--- config.mk ---
export PLATFORM = sky130hd
export DESIGN_NAME = gregorian_date_arithmetic
export DESIGN_NICKNAME = d
export VERILOG_FILES = /design/src/gda_pkg.sv /design/src/gda_step_unit.sv /design/src/gda_ctrl.sv /design/src/gregorian_date_arithmetic.sv
export SDC_FILE = /design/constraint.sdc
export NUM_CORES = 1
export LEC_CHECK = 0
export BUFFER_PORTS_ARGS = -buffer_cell sky130_fd_sc_hd__buf_2
export CAP_MARGIN = 40
export CORE_ASPECT_RATIO = 0.8
export CORE_MARGIN = 8
export CORE_UTILIZATION = 49
export CTS_CLUSTER_SIZE = 16
export DETAILED_ROUTE_END_ITERATION = 12
export PLACE_DENSITY = 0.66
export SYNTH_ARGS = -nofsm -noshare
export SYNTH_HDL_FRONTEND = slang
export SYNTH_HIERARCHICAL = 1
export SYNTH_SLANG_ARGS = --single-unit
--- constraint.sdc ---
create_clock -name i_clk -period 9.4 [get_ports i_clk]
set_input_delay 0.47 -clock i_clk [delete_from_list [all_inputs] [get_ports i_clk]]
set_output_delay 0.47 -clock i_clk [all_outputs]
set_load 0.005 [all_outputs]
--- src/gda_pkg.sv ---
package gda_pkg;

    // Day numbers reach about 6.0M for year 16383, so 23 bits hold them.
    localparam int DN_W  = 23;
    localparam int SUM_W = DN_W + 2;   // signed sums of a day number and an amount
    localparam int YR_W  = 14;
    localparam int MO_W  = 4;
    localparam int DY_W  = 5;
    localparam int OUT_W = 22;
    localparam int STEPS = 15;         // digit steps of one year/day decomposition
    localparam int IDX_W = 4;
    localparam int QUO_W = STEPS;

    typedef enum logic [1:0] {
        CMD_LOAD,
        CMD_ADD_DAYS,
        CMD_ADD_YEARS,
        CMD_DIFF
    } t_cmd;

    typedef enum logic [3:0] {
        ST_IDLE,
        ST_SETUP,
        ST_YSTEP,
        ST_MADD,
        ST_CHECK,
        ST_DSTEP,
        ST_MSTEP,
        ST_DIFF,
        ST_DONE
    } t_state;

    // Per step: a weight in years and the matching weight in days.
    typedef struct packed {
        logic [DN_W-1:0] yr;
        logic [DN_W-1:0] dy;
    } t_step_k;

    typedef struct packed {
        logic in_valid;
        logic src_in;
        logic move_req;
        logic other_req;
        logic range_ok;
        logic month_done;
        logic out_free;
    } t_stat;

    typedef struct packed {
        logic             idle;
        logic             ld;
        logic             setup;
        logic             ystep;
        logic             madd;
        logic             start_other;
        logic             check;
        logic             dstep;
        logic             mstep;
        logic             diff;
        logic             done_ld;
        logic [IDX_W-1:0] idx;
    } t_ctrl;

    // 400-year, 100-year, 4-year and 1-year weights, binary digits high first.
    function automatic t_step_k step_k(input logic [IDX_W-1:0] idx);
        t_step_k k;
        unique case (idx)
            4'd0:    k = '{yr: DN_W'(12800), dy: DN_W'(4675104)};
            4'd1:    k = '{yr: DN_W'(6400),  dy: DN_W'(2337552)};
            4'd2:    k = '{yr: DN_W'(3200),  dy: DN_W'(1168776)};
            4'd3:    k = '{yr: DN_W'(1600),  dy: DN_W'(584388)};
            4'd4:    k = '{yr: DN_W'(800),   dy: DN_W'(292194)};
            4'd5:    k = '{yr: DN_W'(400),   dy: DN_W'(146097)};
            4'd6:    k = '{yr: DN_W'(200),   dy: DN_W'(73048)};
            4'd7:    k = '{yr: DN_W'(100),   dy: DN_W'(36524)};
            4'd8:    k = '{yr: DN_W'(64),    dy: DN_W'(23376)};
            4'd9:    k = '{yr: DN_W'(32),    dy: DN_W'(11688)};
            4'd10:   k = '{yr: DN_W'(16),    dy: DN_W'(5844)};
            4'd11:   k = '{yr: DN_W'(8),     dy: DN_W'(2922)};
            4'd12:   k = '{yr: DN_W'(4),     dy: DN_W'(1461)};
            4'd13:   k = '{yr: DN_W'(2),     dy: DN_W'(730)};
            4'd14:   k = '{yr: DN_W'(1),     dy: DN_W'(365)};
            default: k = '{yr: '0, dy: '0};
        endcase
        return k;
    endfunction

    function automatic logic [8:0] month_start(input logic [MO_W-1:0] m);
        logic [8:0] s;
        unique case (m)
            4'd1:    s = 9'd0;
            4'd2:    s = 9'd31;
            4'd3:    s = 9'd59;
            4'd4:    s = 9'd90;
            4'd5:    s = 9'd120;
            4'd6:    s = 9'd151;
            4'd7:    s = 9'd181;
            4'd8:    s = 9'd212;
            4'd9:    s = 9'd243;
            4'd10:   s = 9'd273;
            4'd11:   s = 9'd304;
            4'd12:   s = 9'd334;
            default: s = 9'd0;
        endcase
        return s;
    endfunction

    function automatic logic [DY_W-1:0] month_len(input logic [MO_W-1:0] m, input logic lp);
        logic [DY_W-1:0] n;
        unique case (m)
            4'd2:                               n = lp ? 5'd29 : 5'd28;
            4'd4, 4'd6, 4'd9, 4'd11:            n = 5'd30;
            4'd1, 4'd3, 4'd5, 4'd7, 4'd8, 4'd10, 4'd12: n = 5'd31;
            default:                            n = 5'd0;
        endcase
        return n;
    endfunction

    function automatic logic month_ok(input logic [MO_W-1:0] m);
        return (m >= 4'd1) && (m <= 4'd12);
    endfunction

    // Digits {q400[5:0], c[1:0], f[4:0], y1[1:0]}; leap when the year is the
    // last of its 4-year group, unless it ends a century that is not a 400th.
    function automatic logic leap_of(input logic [QUO_W-1:0] q);
        return (q[1:0] == 2'd3) && ((q[6:2] != 5'd24) || (q[8:7] == 2'd3));
    endfunction

endpackage

--- src/gda_step_unit.sv ---
module gda_step_unit (
    input  logic [gda_pkg::DN_W-1:0] i_rem,
    input  logic [gda_pkg::DN_W-1:0] i_acc,
    input  logic [gda_pkg::DN_W-1:0] i_rem_k,
    input  logic [gda_pkg::DN_W-1:0] i_acc_k,
    output logic [gda_pkg::DN_W-1:0] o_rem,
    output logic [gda_pkg::DN_W-1:0] o_acc,
    output logic                     o_take
);
    import gda_pkg::*;

    logic [DN_W:0]   sub;
    logic [DN_W-1:0] sum;

    // conditional subtract on the remainder, matching add on the accumulator
    assign sub    = {1'b0, i_rem} - {1'b0, i_rem_k};
    assign sum    = i_acc + i_acc_k;
    assign o_take = ~sub[DN_W];
    assign o_rem  = o_take ? sub[DN_W-1:0] : i_rem;
    assign o_acc  = o_take ? sum : i_acc;

endmodule

--- src/gda_ctrl.sv ---
module gda_ctrl (
    input  logic           i_clk,
    input  logic           i_rst_n,
    input  gda_pkg::t_stat i_stat,
    output gda_pkg::t_ctrl o_ctrl
);
    import gda_pkg::*;

    localparam logic [IDX_W-1:0] LAST = IDX_W'(STEPS - 1);

    t_state           r_state, n_state;
    logic [IDX_W-1:0] r_cnt, n_cnt;

    always_ff @(posedge i_clk) begin
        if (!i_rst_n) begin
            r_state <= ST_IDLE;
            r_cnt   <= '0;
        end else begin
            r_state <= n_state;
            r_cnt   <= n_cnt;
        end
    end

    // next state
    always_comb begin
        n_state = r_state;
        n_cnt   = '0;
        unique case (r_state)
            ST_IDLE:  if (i_stat.in_valid) n_state = ST_SETUP;
            ST_SETUP: n_state = ST_YSTEP;
            ST_YSTEP: begin
                n_cnt = r_cnt + 1'b1;
                if (r_cnt == LAST) begin
                    n_cnt   = '0;
                    n_state = ST_MADD;
                end
            end
            ST_MADD: begin
                priority if (i_stat.src_in)    n_state = ST_DIFF;
                else if (i_stat.move_req)      n_state = ST_CHECK;
                else if (i_stat.other_req)     n_state = ST_YSTEP;
                else                           n_state = ST_DONE;
            end
            ST_CHECK: n_state = i_stat.range_ok ? ST_DSTEP : ST_DONE;
            ST_DSTEP: begin
                n_cnt = r_cnt + 1'b1;
                if (r_cnt == LAST) begin
                    n_cnt   = '0;
                    n_state = ST_MSTEP;
                end
            end
            ST_MSTEP: if (i_stat.month_done) n_state = ST_DONE;
            ST_DIFF:  n_state = ST_DONE;
            ST_DONE:  if (i_stat.out_free) n_state = ST_IDLE;
            default:  n_state = ST_IDLE;
        endcase
    end

    // control decode
    always_comb begin
        o_ctrl             = '0;
        o_ctrl.idx         = r_cnt;
        o_ctrl.idle        = (r_state == ST_IDLE);
        o_ctrl.ld          = (r_state == ST_IDLE) && i_stat.in_valid;
        o_ctrl.setup       = (r_state == ST_SETUP);
        o_ctrl.ystep       = (r_state == ST_YSTEP);
        o_ctrl.madd        = (r_state == ST_MADD);
        o_ctrl.start_other = (r_state == ST_MADD) && !i_stat.src_in &&
                             !i_stat.move_req && i_stat.other_req;
        o_ctrl.check       = (r_state == ST_CHECK);
        o_ctrl.dstep       = (r_state == ST_DSTEP);
        o_ctrl.mstep       = (r_state == ST_MSTEP);
        o_ctrl.diff        = (r_state == ST_DIFF);
        o_ctrl.done_ld     = (r_state == ST_DONE) && i_stat.out_free;
    end

endmodule

--- src/gregorian_date_arithmetic.sv ---
// Load and add years decompose the stored year once; add days follows with the day
//   decomposition and month walk; difference decomposes both years, then subtracts.
// Flow: one command at a time; the next input beat is taken once the current one is handed
//   to the output register (one beat may wait there).
// Reset (synchronous, active low): stored date 0001-01-01, sequencer idle, no result pending.
module gregorian_date_arithmetic #(
    parameter int MAX_YEAR = 9999
) (
    input  logic                            i_clk,
    input  logic                            i_rst_n,
    input  logic                            i_valid,
    output logic                            o_ready,
    input  logic [1:0]                      i_command,
    input  logic [gda_pkg::MO_W-1:0]        i_month_in,
    input  logic [gda_pkg::DY_W-1:0]        i_day_in,
    input  logic [gda_pkg::YR_W-1:0]        i_year_in,
    input  logic signed [22:0]              i_amount,
    output logic                            o_valid,
    input  logic                            i_ready,
    output logic [gda_pkg::MO_W-1:0]        o_month_out,
    output logic [gda_pkg::DY_W-1:0]        o_day_out,
    output logic [gda_pkg::YR_W-1:0]        o_year_out,
    output logic [gda_pkg::OUT_W-1:0]       o_day_number,
    output logic [gda_pkg::OUT_W-1:0]       o_difference,
    output logic                            o_date_valid,
    output logic                            o_out_of_range
);
    import gda_pkg::*;

    // Days in years 1..MAX_YEAR: the last day number that a move may reach.
    localparam int DMAX = 365 * MAX_YEAR + MAX_YEAR / 4 - MAX_YEAR / 100 + MAX_YEAR / 400;
    localparam logic signed [SUM_W-1:0] DMAX_S = SUM_W'(DMAX);
    localparam logic signed [SUM_W-1:0] MAXY_S = SUM_W'(MAX_YEAR);
    localparam logic [YR_W-1:0]         MAXY_U = YR_W'(MAX_YEAR);

    t_stat stat;
    t_ctrl ctrl;

    // latched command
    t_cmd               r_cmd, n_cmd;
    logic [MO_W-1:0]    r_mi, n_mi;
    logic [DY_W-1:0]    r_di, n_di;
    logic [YR_W-1:0]    r_yi, n_yi;
    logic signed [22:0] r_amt, n_amt;

    // stored date
    logic [MO_W-1:0] r_cur_m, n_cur_m;
    logic [DY_W-1:0] r_cur_d, n_cur_d;
    logic [YR_W-1:0] r_cur_y, n_cur_y;

    // working registers of the shared unit
    logic [DN_W-1:0]  r_rem, n_rem;
    logic [DN_W-1:0]  r_acc, n_acc;
    logic [QUO_W-1:0] r_quo, n_quo;
    logic [MO_W-1:0]  r_mon, n_mon;
    logic             r_src_in, n_src_in;
    logic [DN_W-1:0]  r_dn, n_dn;
    logic [OUT_W-1:0] r_diff, n_diff;
    logic             r_oor, n_oor;
    logic             r_fix, n_fix;
    logic             r_leap, n_leap;

    // output register
    logic             r_o_valid, n_o_valid;
    logic [MO_W-1:0]  r_o_m, n_o_m;
    logic [DY_W-1:0]  r_o_d, n_o_d;
    logic [YR_W-1:0]  r_o_y, n_o_y;
    logic [OUT_W-1:0] r_o_dn, n_o_dn;
    logic [OUT_W-1:0] r_o_diff, n_o_diff;
    logic             r_o_dv, n_o_dv;
    logic             r_o_oor, n_o_oor;

    // shared unit operands
    logic [DN_W-1:0] u_rem_k, u_acc_k, u_rem, u_acc;
    logic            u_take;
    t_step_k         k;
    logic            leap_q;
    logic [MO_W-1:0] m_src;
    logic [DY_W-1:0] d_src;
    logic [9:0]      addend;

    logic signed [SUM_W-1:0] amt_x, nn, nn_m1, ny;
    logic                    nn_ok, ny_ok, yi_ok;
    logic [DN_W:0]           dsub;
    logic [DN_W-1:0]         dabs;

    assign k      = step_k(ctrl.idx);
    assign leap_q = leap_of(r_quo);
    assign m_src  = r_src_in ? r_mi : r_cur_m;
    assign d_src  = r_src_in ? r_di : r_cur_d;
    // month offset, Feb 29 of a leap year, and the day itself
    assign addend = 10'(month_start(m_src)) + 10'((m_src > 4'd2) && leap_q) + 10'(d_src);

    // signed move checks
    assign amt_x = SUM_W'(r_amt);
    assign nn    = $signed({2'b00, r_dn}) + amt_x;
    assign nn_m1 = nn - SUM_W'(1);
    assign nn_ok = (nn >= SUM_W'(1)) && (nn <= DMAX_S);
    assign ny    = $signed({{(SUM_W-YR_W){1'b0}}, r_cur_y}) + amt_x;
    assign ny_ok = (ny >= SUM_W'(1)) && (ny <= MAXY_S);
    assign yi_ok = (r_yi != '0) && (r_yi <= MAXY_U);

    assign dsub = {1'b0, r_acc} - {1'b0, r_dn};
    assign dabs = dsub[DN_W] ? (r_dn - r_acc) : dsub[DN_W-1:0];

    // Operand select: year digits (year -> days), day digits (days -> year),
    // month walk, or a plain add onto the accumulator.
    always_comb begin
        priority if (ctrl.ystep) begin
            u_rem_k = k.yr;
            u_acc_k = k.dy;
        end else if (ctrl.dstep) begin
            u_rem_k = k.dy;
            u_acc_k = k.yr;
        end else if (ctrl.mstep) begin
            u_rem_k = DN_W'(month_len(r_mon, leap_q));
            u_acc_k = '0;
        end else begin
            u_rem_k = '0;
            u_acc_k = DN_W'(addend);
        end
    end

    gda_step_unit u_step (
        .i_rem   (r_rem),
        .i_acc   (r_acc),
        .i_rem_k (u_rem_k),
        .i_acc_k (u_acc_k),
        .o_rem   (u_rem),
        .o_acc   (u_acc),
        .o_take  (u_take)
    );

    always_comb begin
        stat.in_valid   = i_valid;
        stat.src_in     = r_src_in;
        stat.move_req   = (r_cmd == CMD_ADD_DAYS) && month_ok(r_cur_m) && (r_amt != '0);
        stat.other_req  = (r_cmd == CMD_DIFF) && month_ok(r_cur_m) &&
                          month_ok(r_mi) && (r_yi != '0);
        stat.range_ok   = nn_ok;
        stat.month_done = (r_mon == 4'd12) || !u_take;
        stat.out_free   = !r_o_valid || i_ready;
    end

    gda_ctrl u_ctrl (
        .i_clk   (i_clk),
        .i_rst_n (i_rst_n),
        .i_stat  (stat),
        .o_ctrl  (ctrl)
    );

    always_comb begin
        n_cmd    = r_cmd;
        n_mi     = r_mi;
        n_di     = r_di;
        n_yi     = r_yi;
        n_amt    = r_amt;
        n_cur_m  = r_cur_m;
        n_cur_d  = r_cur_d;
        n_cur_y  = r_cur_y;
        n_rem    = r_rem;
        n_acc    = r_acc;
        n_quo    = r_quo;
        n_mon    = r_mon;
        n_src_in = r_src_in;
        n_dn     = r_dn;
        n_diff   = r_diff;
        n_oor    = r_oor;
        n_fix    = r_fix;
        n_leap   = r_leap;

        if (ctrl.ld) begin
            n_cmd    = t_cmd'(i_command);
            n_mi     = i_month_in;
            n_di     = i_day_in;
            n_yi     = i_year_in;
            n_amt    = i_amount;
            n_oor    = 1'b0;
            n_fix    = 1'b0;
            n_diff   = '0;
            n_src_in = 1'b0;
        end

        if (ctrl.setup) begin
            unique case (r_cmd)
                CMD_LOAD: begin
                    if (yi_ok) begin
                        n_cur_m = r_mi;
                        n_cur_d = r_di;
                        n_cur_y = r_yi;
                    end else begin
                        n_oor = 1'b1;
                    end
                end
                CMD_ADD_YEARS: begin
                    if (ny_ok) begin
                        n_cur_y = ny[YR_W-1:0];
                        n_fix   = 1'b1;
                    end else begin
                        n_oor = 1'b1;
                    end
                end
                CMD_ADD_DAYS, CMD_DIFF: ;
                default: ;
            endcase
            // decompose (year - 1) of the stored date
            n_rem = DN_W'(n_cur_y - 1'b1);
            n_acc = '0;
            n_quo = '0;
        end

        if (ctrl.ystep || ctrl.dstep) begin
            n_rem = u_rem;
            n_acc = u_acc;
            n_quo = {r_quo[QUO_W-2:0], u_take};
        end

        if (ctrl.madd) begin
            n_acc = u_acc;
            if (!r_src_in) begin
                n_leap = leap_q;
                n_dn   = month_ok(r_cur_m) ? u_acc : '0;
                // Feb 29 lands in a common year: same day number as Mar 1
                if (r_fix && (r_cur_m == 4'd2) && (r_cur_d == 5'd29) && !leap_q) begin
                    n_cur_m = 4'd3;
                    n_cur_d = 5'd1;
                end
            end
            if (ctrl.start_other) begin
                n_rem    = DN_W'(r_yi - 1'b1);
                n_acc    = '0;
                n_quo    = '0;
                n_src_in = 1'b1;
            end
        end

        if (ctrl.check) begin
            if (nn_ok) begin
                n_dn  = nn[DN_W-1:0];
                n_rem = nn_m1[DN_W-1:0];
                n_acc = DN_W'(1);
                n_quo = '0;
                n_mon = 4'd1;
            end else begin
                n_oor = 1'b1;
            end
        end

        if (ctrl.mstep) begin
            if (!stat.month_done) begin
                n_rem = u_rem;
                n_mon = r_mon + 1'b1;
            end else begin
                n_cur_y = r_acc[YR_W-1:0];
                n_cur_m = r_mon;
                n_cur_d = r_rem[DY_W-1:0] + 1'b1;
                n_leap  = leap_q;
            end
        end

        if (ctrl.diff) begin
            n_diff = dabs[DN_W-1] ? '1 : dabs[OUT_W-1:0];
        end
    end

    // output register: loads when free or being drained
    always_comb begin
        n_o_valid = r_o_valid;
        n_o_m     = r_o_m;
        n_o_d     = r_o_d;
        n_o_y     = r_o_y;
        n_o_dn    = r_o_dn;
        n_o_diff  = r_o_diff;
        n_o_dv    = r_o_dv;
        n_o_oor   = r_o_oor;
        if (r_o_valid && i_ready) begin
            n_o_valid = 1'b0;
        end
        if (ctrl.done_ld) begin
            n_o_valid = 1'b1;
            n_o_m     = r_cur_m;
            n_o_d     = r_cur_d;
            n_o_y     = r_cur_y;
            n_o_dn    = r_dn[DN_W-1] ? '1 : r_dn[OUT_W-1:0];
            n_o_diff  = r_diff;
            n_o_dv    = month_ok(r_cur_m) && (r_cur_d != '0) &&
                        (r_cur_d <= month_len(r_cur_m, r_leap));
            n_o_oor   = r_oor;
        end
    end

    always_ff @(posedge i_clk) begin
        if (!i_rst_n) begin
            r_cur_m   <= 4'd1;
            r_cur_d   <= 5'd1;
            r_cur_y   <= 14'd1;
            r_o_valid <= 1'b0;
        end else begin
            r_cur_m   <= n_cur_m;
            r_cur_d   <= n_cur_d;
            r_cur_y   <= n_cur_y;
            r_o_valid <= n_o_valid;
        end
    end

    always_ff @(posedge i_clk) begin
        r_cmd    <= n_cmd;
        r_mi     <= n_mi;
        r_di     <= n_di;
        r_yi     <= n_yi;
        r_amt    <= n_amt;
        r_rem    <= n_rem;
        r_acc    <= n_acc;
        r_quo    <= n_quo;
        r_mon    <= n_mon;
        r_src_in <= n_src_in;
        r_dn     <= n_dn;
        r_diff   <= n_diff;
        r_oor    <= n_oor;
        r_fix    <= n_fix;
        r_leap   <= n_leap;
        r_o_m    <= n_o_m;
        r_o_d    <= n_o_d;
        r_o_y    <= n_o_y;
        r_o_dn   <= n_o_dn;
        r_o_diff <= n_o_diff;
        r_o_dv   <= n_o_dv;
        r_o_oor  <= n_o_oor;
    end

    assign o_ready        = ctrl.idle;
    assign o_valid        = r_o_valid;
    assign o_month_out    = r_o_m;
    assign o_day_out      = r_o_d;
    assign o_year_out     = r_o_y;
    assign o_day_number   = r_o_dn;
    assign o_difference   = r_o_diff;
    assign o_date_valid   = r_o_dv;
    assign o_out_of_range = r_o_oor;

endmodule

; Yosys cells after proc, flatten, opt, wreduce, memory -nomap -nowiden
; Memories as Yosys holds them, arrays and structs flattened. A register that Yosys moved wholly into a read port is not among the register bits.
; Cells that the tools add are included.
[totals]
reg_bits = 263
latch_bits = 0
ram_bits = 0
mem_bits_ro = 736
in_bits = 52
output_inout_bits = 71
word_cells = 250
mem_count = 2
[mem_list]
columns = name, words, word_bits, read_ports, rd_ports_with_merged_regs, write_ports, line_no
row1 = (name not given), 16, 37, 1, 1, 0, gda_pkg.sv:67  ; unique case (idx)
row2 = (name not given), 16, 9, 1, 0, 0, gda_pkg.sv:90  ; unique case (m)
[op_classes]
addsub = 14
n_mul = 0
div_mod_pow = 0
order_cmp = 11
eq_ne = 45
shift = 0
muxes = 102
bitwise_logic = 3
n_reduce_logical = 45
[op_table]
columns = operator, count
row1 = 23-bit 2-to-1 mux, 26
row2 = 4-bit 2-to-1 mux, 23
row3 = 15-bit 2-to-1 mux, 6
row4 = 14-bit 2-to-1 mux, 6
row5 = 22-bit 2-to-1 mux, 3
row6 = 5-bit 2-to-1 mux, 11
row7 = "4-bit by 3-bit equality test with 1-bit output, second input constant", 12
row8 = "4-bit equality test, second input constant", 12
row9 = 23-bit by 23-bit subtractor with 24-bit output, 2
row10 = 4-bit case mux with 9 select lines, 1
row11 = 5-bit case mux with 3 select lines, 2
row12 = "14-bit by 1-bit subtractor with 15-bit output, second input constant", 2
row13 = 14-bit case mux with 2 select lines, 1
row14 = 24-bit by 23-bit adder with 25-bit output, 1
row15 = "25-bit by 2-bit >= comparator with 1-bit output, second input constant", 1
row16 = "25-bit by 23-bit less-or-equal comparator with 1-bit output, second input constant", 1
row17 = 15-bit by 23-bit adder with 24-bit output, 1
row18 = "4-bit by 2-bit equality test with 1-bit output, second input constant", 6
row19 = "24-bit by 2-bit >= comparator with 1-bit output, second input constant", 1
row20 = "24-bit by 15-bit less-or-equal comparator with 1-bit output, second input constant", 1
row21 = 23-bit adder, 1
row22 = 1-bit logical AND, 23
row23 = 23-bit nonzero test, 1
row24 = "23-bit by 2-bit subtractor with 23-bit output, second input constant", 1
row25 = other kinds (33), 75

; Logic depth before layout (Yosys ltp)
[logic_depth]
depth_word = 17
ltp_mapped = 28
ltp_nobuf = 27

; Cells and area by module
; The synthesis kept the hierarchy.
[modules_own_cells]
columns = mod, instances, cells_per_inst, area_each_um2, seq_area_each_um2
row1 = gregorian_date_arithmetic, 1, 2113, 18171.2, 6376.1
row2 = gda_step_unit, 1, 459, 2940.3, 0.0
row3 = gda_ctrl, 1, 71, 620.6, 160.2

; Worst setup path after synthesis
; No wires, ideal clock.
[synth_path]
path_kind = register -> register
from = register r_src_in
to = register r_dn[22]
setup_time_ps = 71
arrival_time_ps = 5471
path_slack_ps = 3858
path_stages_with_launch = 28
n_path_buf = 1
period_less_slack_ps = 5542
path_cell_list = dfxtp_1 clkbuf_1 mux2i_1 inv_1 ha_1 o211ai_1 nand2_1 fa_1 fa_1 nor2b_1 o21ai_0 nand2b_1 a21o_1 nand2_1 nor3b_1 xor2_1 nand3_1 o221ai_1 ha_1 a21oi_1 o21a_1 nor4b_1 a21oi_1 and4_1 a2111oi_2 xor2_1 nand3_1 a21oi_1
[synth_between]
elab_chain_cells = 15
elab_cells_between_ends = 17
cone_classes = add/sub (3) / order compare (1) / mux (11) / reduce/logical (1) / memory (1)
[synth_rtl]
columns = item, line_no
row1 = "start, declared", gregorian_date_arithmetic.sv:56  ; logic r_src_in, n_src_in;
row2 = "start signal, assigned", gregorian_date_arithmetic.sv:316  ; r_src_in <= n_src_in;
row3 = 4-bit 2-to-1 mux, gregorian_date_arithmetic.sv:89  ; assign m_src = r_src_in ? r_mi : r_cur_m;
row4 = 4-bit by 2-bit greater-than comparator with 1-bit output, gregorian_date_arithmetic.sv:92  ; assign addend = 10'(month_start(m_src)) + 10'((m_src > 4'd2) && leap_q) + 10'(d_src);
row5 = 1-bit logical AND, gregorian_date_arithmetic.sv:92
row6 = 9-bit by 1-bit adder with 10-bit output, gregorian_date_arithmetic.sv:92
row7 = 10-bit by 5-bit adder with 10-bit output (*), gregorian_date_arithmetic.sv:92
row8 = 10-bit 2-to-1 mux (*), gregorian_date_arithmetic.sv:115  ; end else if (ctrl.mstep) begin
row9 = 23-bit 2-to-1 mux (*), gregorian_date_arithmetic.sv:112  ; end else if (ctrl.dstep) begin
row10 = 23-bit 2-to-1 mux (*), gregorian_date_arithmetic.sv:109  ; priority if (ctrl.ystep) begin
row11 = via u_acc_k[8], gregorian_date_arithmetic.sv:74  ; logic [DN_W-1:0] u_rem_k, u_acc_k, u_rem, u_acc;
row12 = [... 1 more ...], --
row13 = 23-bit 2-to-1 mux (*), gda_step_unit.sv:20  ; assign o_acc = o_take ? sum : i_acc;
row14 = via u_acc[22], gregorian_date_arithmetic.sv:74
row15 = 23-bit 2-to-1 mux (*), gregorian_date_arithmetic.sv:222  ; n_dn = month_ok(r_cur_m) ? u_acc : '0;
row16 = 23-bit 2-to-1 mux (*), gregorian_date_arithmetic.sv:220  ; if (!r_src_in) begin
row17 = 23-bit 2-to-1 mux (*), gregorian_date_arithmetic.sv:218  ; if (ctrl.madd) begin
row18 = 23-bit 2-to-1 mux, gregorian_date_arithmetic.sv:238  ; if (nn_ok) begin
row19 = 23-bit 2-to-1 mux (*), gregorian_date_arithmetic.sv:237  ; if (ctrl.check) begin
row20 = via n_dn[22], gregorian_date_arithmetic.sv:57  ; logic [DN_W-1:0] r_dn, n_dn;
row21 = "end signal, assigned", gregorian_date_arithmetic.sv:317  ; r_dn <= n_dn;
row22 = "end, declared", gregorian_date_arithmetic.sv:57
; Mark *: on every way through the listed nets, which the timed path passes. The rest lies on a longest branch.
; A chain may end at the register's enable or synchronous reset.

; Worst setup path in the final report
[layout_path]
from = register r_amt[1]
to = register r_rem[15]
[layout_between]
elab_chain_cells = 15
elab_cells_between_ends = 26
cone_classes = add/sub (4) / order compare (4) / mux (11) / reduce/logical (7)
[layout_rtl]
columns = item, line_no
row1 = "start, declared", gregorian_date_arithmetic.sv:44  ; logic signed [22:0] r_amt, n_amt;
row2 = "start signal, assigned", gregorian_date_arithmetic.sv:311  ; r_amt <= n_amt;
row3 = 15-bit by 23-bit adder with 24-bit output, gregorian_date_arithmetic.sv:99  ; assign ny = $signed({{(SUM_W-YR_W){1'b0}}, r_cur_y}) + amt_x;
row4 = 24-bit by 2-bit >= comparator with 1-bit output / 24-bit by 15-bit less-or-equal comparator with 1-bit output (equally long branches), gregorian_date_arithmetic.sv:100  ; assign ny_ok = (ny >= SUM_W'(1)) && (ny <= MAXY_S);
row5 = 1-bit logical AND, gregorian_date_arithmetic.sv:100
row6 = 14-bit 2-to-1 mux, gregorian_date_arithmetic.sv:196  ; if (ny_ok) begin
row7 = 14-bit case mux with 2 select lines, gregorian_date_arithmetic.sv:185  ; unique case (r_cmd)
row8 = 14-bit 2-to-1 mux, gregorian_date_arithmetic.sv:184  ; if (ctrl.setup) begin
row9 = 14-bit by 1-bit subtractor with 15-bit output, gregorian_date_arithmetic.sv:207  ; n_rem = DN_W'(n_cur_y - 1'b1);
row10 = 23-bit 2-to-1 mux, gregorian_date_arithmetic.sv:184
row11 = 23-bit 2-to-1 mux, gregorian_date_arithmetic.sv:212  ; if (ctrl.ystep || ctrl.dstep) begin
row12 = 23-bit 2-to-1 mux, gregorian_date_arithmetic.sv:229  ; if (ctrl.start_other) begin
row13 = 23-bit 2-to-1 mux, gregorian_date_arithmetic.sv:218
row14 = 23-bit 2-to-1 mux, gregorian_date_arithmetic.sv:238
row15 = 23-bit 2-to-1 mux (*), gregorian_date_arithmetic.sv:237
row16 = 23-bit 2-to-1 mux, gregorian_date_arithmetic.sv:250  ; if (!stat.month_done) begin
row17 = 23-bit 2-to-1 mux (*), gregorian_date_arithmetic.sv:249  ; if (ctrl.mstep) begin
row18 = via n_rem[15], gregorian_date_arithmetic.sv:52  ; logic [DN_W-1:0] r_rem, n_rem;
row19 = "end signal, assigned", gregorian_date_arithmetic.sv:312  ; r_rem <= n_rem;
row20 = "end, declared", gregorian_date_arithmetic.sv:52
; Mark *: on every way through the listed nets, which the timed path passes. The rest lies on a longest branch. The select of a mux whose other input is x is not followed.

==> out/results.ini <==
[power_and_ir_drop]
p_leak_uw = 0.009636
max-vdd-ir-drop_v = 0.0002245
cellPowerDensity_nw_per_um2 = 348.7

[placement]
place_worst_setup_slack_ns = 2.877
hpwlAfterDp_um = 57250
placedCellCount = 3263
port_buffers = 122
finalWeightedCongestion = 0.9546

[setup_path]
critical_path_arrival_ns = 7.22
timing.critical_path.from_type = flop
cp_data_required_time_ns = 9.90
worstSetupPathType = flop to flop
crit_path_max_fanout = 13
critical_path.endpoint_type = flop

[synthesis]
synth_enable_flop_cells = 139
netlist-cell-type-count = 106
syn_nets = 2864
ys_dominant_reg_cell = sky130_fd_sc_hd__edfxtp_1
synth-async-reset-ratio = 0
ys_ff_latch = 257
synth.cell_area_um2 = 21730
register_area_share_after_synthesis = 0.3008
synthesis.area_per_instance_um2 = 8.223
synth_warnings = 6
netlist_instances = 2643

[cts]
clock-sinks = 257
cts_inserted_buffers = 29
postCtsSetupBuffers = 0
cts_buffer_depth = 3
post_cts_hold_buffer_count = 0
postCtsResizedCells = 0
clock_tree.root_cell = sky130_fd_sc_hd__clkbuf_16
cts.clk_slew.worst_paths_ns = 0.08
cts_tree = done
worst_skew_pair.late_latency_ns = 0.58
cts-htree-levels = 1

[global_routing]
pin_count_of_the_biggest_net_entering_global_routing = 81
grt_use_total = 0.2799
via_count_of_the_first_global_routing_pass = 19260
grt_antenna_before_repair = 0
grt_first_pass_wirelength_um = 114700
overflow = 0

[sta]
min_period_over_period = 0.7144
worst_slew_margin_rel = 0.3562
rsz_0062_raised_after_global_routing = false
timing_worst_slew_pin_value_ns = 0.9634
setup_viol = 0
timing_max_transition_violations_final = 0
final_critical_path_setup_slack_ns = 2.684
timing_hold_violations_final = 0
fmax_mhz = 148.9
fin_skew_ns = 0.01951
tns_ns = 0
fin_crit_ns = 6.716
holdWs_ns = 0.05704

[die]
die_h_um = 204.4
die_width_um = 251.5
io_pins = 123
rows = 69
coreArea_um2 = 44120
total_die_area_um2 = 51390
start_util = 0.4926

[drt]
drt_iter0_markers = 2168
detail_route.first_pass.iterations = 6
via_count = 20722
drcViolationCount = 0
detail_route.vias_per_cell = 6.249
average_routed_wire_per_standard_cell_um = 22.58
route.final.wire_length_um = 74860
postRouteAntennaNets = 0

[flow_run]
max_cap_viol_count = 0

[layout]
fin_cells = 3316
final_layout_size_suffix_gt1_frac = 0.1014
design.final.nets = 2912
antenna_cells_inserted = 0
area_growth_syn_to_layout_pct = 9.097
fillers = 4147

[run_status]
run_status = finished clean

[hold_path]
min_path_type = input pin to flop

cell families after synthesis:
family          count (synthesis)  synth area share
xor+xnor                      131           0.05280
fa+ha+maj                     169            0.1001
flops                         257            0.3008
mux                            59           0.02913
simple gates                  892            0.2007
buf+inv                       280           0.05274
compound gates                855            0.2638
worst max-delay path: stages (launching register included):
cell                       delay (ns)
sky130_fd_sc_hd__edfxtp_1        0.53
sky130_fd_sc_hd__ha_1            0.37
sky130_fd_sc_hd__a211oi_1        0.42
sky130_fd_sc_hd__o21ai_1         0.26
sky130_fd_sc_hd__nor3_1          0.22
sky130_fd_sc_hd__a31oi_1         0.08
sky130_fd_sc_hd__nor3_1          0.40
sky130_fd_sc_hd__or3b_1          0.43
sky130_fd_sc_hd__or4b_4          0.55
sky130_fd_sc_hd__a311oi_2        0.78
sky130_fd_sc_hd__o21ai_1         0.24
sky130_fd_sc_hd__a221oi_2        0.51
sky130_fd_sc_hd__ha_1            0.29
sky130_fd_sc_hd__inv_1           0.08
sky130_fd_sc_hd__or3_1           0.51
sky130_fd_sc_hd__nor4b_4         0.63
sky130_fd_sc_hd__o311ai_1        0.20
sky130_fd_sc_hd__a21oi_1         0.16
synth_stat cells (28+ instances only):
master / instances / area [µm²]
sky130_fd_sc_hd__and3_1: 43 / 269.0
sky130_fd_sc_hd__nand3_1: 53 / 265.3
sky130_fd_sc_hd__a21o_1: 51 / 382.9
sky130_fd_sc_hd__edfxtp_1: 139 / 4174
sky130_fd_sc_hd__xor2_1: 66 / 578.1
sky130_fd_sc_hd__nand2b_1: 28 / 175.2
sky130_fd_sc_hd__and2_1: 30 / 187.7
sky130_fd_sc_hd__nor2b_1: 38 / 237.7
sky130_fd_sc_hd__a31oi_1: 44 / 275.3
sky130_fd_sc_hd__a211oi_1: 28 / 210.2
sky130_fd_sc_hd__a21boi_0: 34 / 255.2
sky130_fd_sc_hd__nor2_1: 255 / 957.2
sky130_fd_sc_hd__clkbuf_1: 100 / 375.4
sky130_fd_sc_hd__inv_1: 143 / 536.8
sky130_fd_sc_hd__o21a_1: 36 / 270.3
sky130_fd_sc_hd__dfxtp_1: 118 / 2362
sky130_fd_sc_hd__ha_1: 161 / 2014
sky130_fd_sc_hd__nor3_1: 62 / 310.3
sky130_fd_sc_hd__a21oi_1: 184 / 920.9
sky130_fd_sc_hd__mux2i_1: 38 / 380.4
sky130_fd_sc_hd__nand2_1: 252 / 945.9
sky130_fd_sc_hd__xnor2_1: 65 / 569.3
sky130_fd_sc_hd__o21ai_0: 191 / 955.9
final cells by class:
class	instances	area, µm²	share of cell area
Clock buffer	36	772.0	0.03256
Clock inverter	17	152.6	0.006438
Inverter	146	548.0	0.02311
Multi-Input combinational cell	2106	14090	0.5942
Sequential cell	257	6536	0.2757
Tap cell	603	754.5	0.03182
Timing Repair Buffer	151	858.3	0.03620
metal layers:
metal	track usage	vias to the layer above	part of all wire
met1	0.3873	9784	0.44
met3	0.04651	148	0.086
met4	0.09778	0	0.040
li1	-	9826	-
met5	0	-	0
met2	0.4393	964	0.43
power by group:
group / switching [µW] / total [µW] / internal, µW
registers: 401 / 1870 / 1470
logic: 3300 / 5260 / 1960
clock network: 497 / 1140 / 638
per-stage QoR:
stage | instance area (µm²) | utilization | power, µW
after floorplan | 21730 | - | 5532
after global placement | 22710 | 0.5148 | 6943
after detailed placement | 22780 | 0.5165 | 6988
after CTS | 23710 | 0.5374 | 8163
after global routing | 23710 | 0.5374 | 8838
final | 23710 | 0.5374 | 8267
path summary, 6_finish.rpt:
kind | start | endpoint | slack (ns) | cells after the start
worst min-delay path | i_amount[10] | r_amt[10] | 0.06 | 1
worst min register to register | r_diff[19] | o_difference[19] | 0.42 | 0
worst max-delay path | r_amt[1] | r_rem[15] | 2.68 | 17
worst max register to register | r_amt[1] | r_rem[15] | 2.68 | 17
state kept, by name, summed over array words and instances, names as in the netlist, 9 cells and up:
name,flops
r_acc,23
r_amt,23
r_dn,23
r_rem,23
o_day_number,22
o_difference,22
r_diff,22
o_year_out,14
r_cur_y,14
r_yi,14
r_quo,9
cell usage in the layout, fill, tap and decap left out, types with 18 or more instances in the layout:
master                      count
sky130_fd_sc_hd__a21boi_0      34
sky130_fd_sc_hd__nor2_1       254
sky130_fd_sc_hd__and3_1        43
sky130_fd_sc_hd__clkbuf_16     29
sky130_fd_sc_hd__a31oi_1       44
sky130_fd_sc_hd__buf_4         24
sky130_fd_sc_hd__nor2b_1       37
sky130_fd_sc_hd__mux2_2        18
sky130_fd_sc_hd__xnor2_1       65
sky130_fd_sc_hd__a22oi_1       24
sky130_fd_sc_hd__buf_2        124
sky130_fd_sc_hd__edfxtp_1     139
sky130_fd_sc_hd__o21ai_0      191
sky130_fd_sc_hd__nand2_1      252
sky130_fd_sc_hd__o211ai_1      25
sky130_fd_sc_hd__a21oi_1      184
sky130_fd_sc_hd__nand2b_1      28
sky130_fd_sc_hd__o22ai_1       22
sky130_fd_sc_hd__a211oi_1      28
sky130_fd_sc_hd__inv_1        143
sky130_fd_sc_hd__and2_1        28
sky130_fd_sc_hd__xor2_1        66
sky130_fd_sc_hd__or3_1         23
sky130_fd_sc_hd__o21a_1        36
sky130_fd_sc_hd__dfxtp_1      118
sky130_fd_sc_hd__ha_1         161
sky130_fd_sc_hd__a21o_1        51
sky130_fd_sc_hd__nand3_1       53
sky130_fd_sc_hd__nor3_1        60
sky130_fd_sc_hd__mux2i_1       38
(Power assumes the default switching activity.)
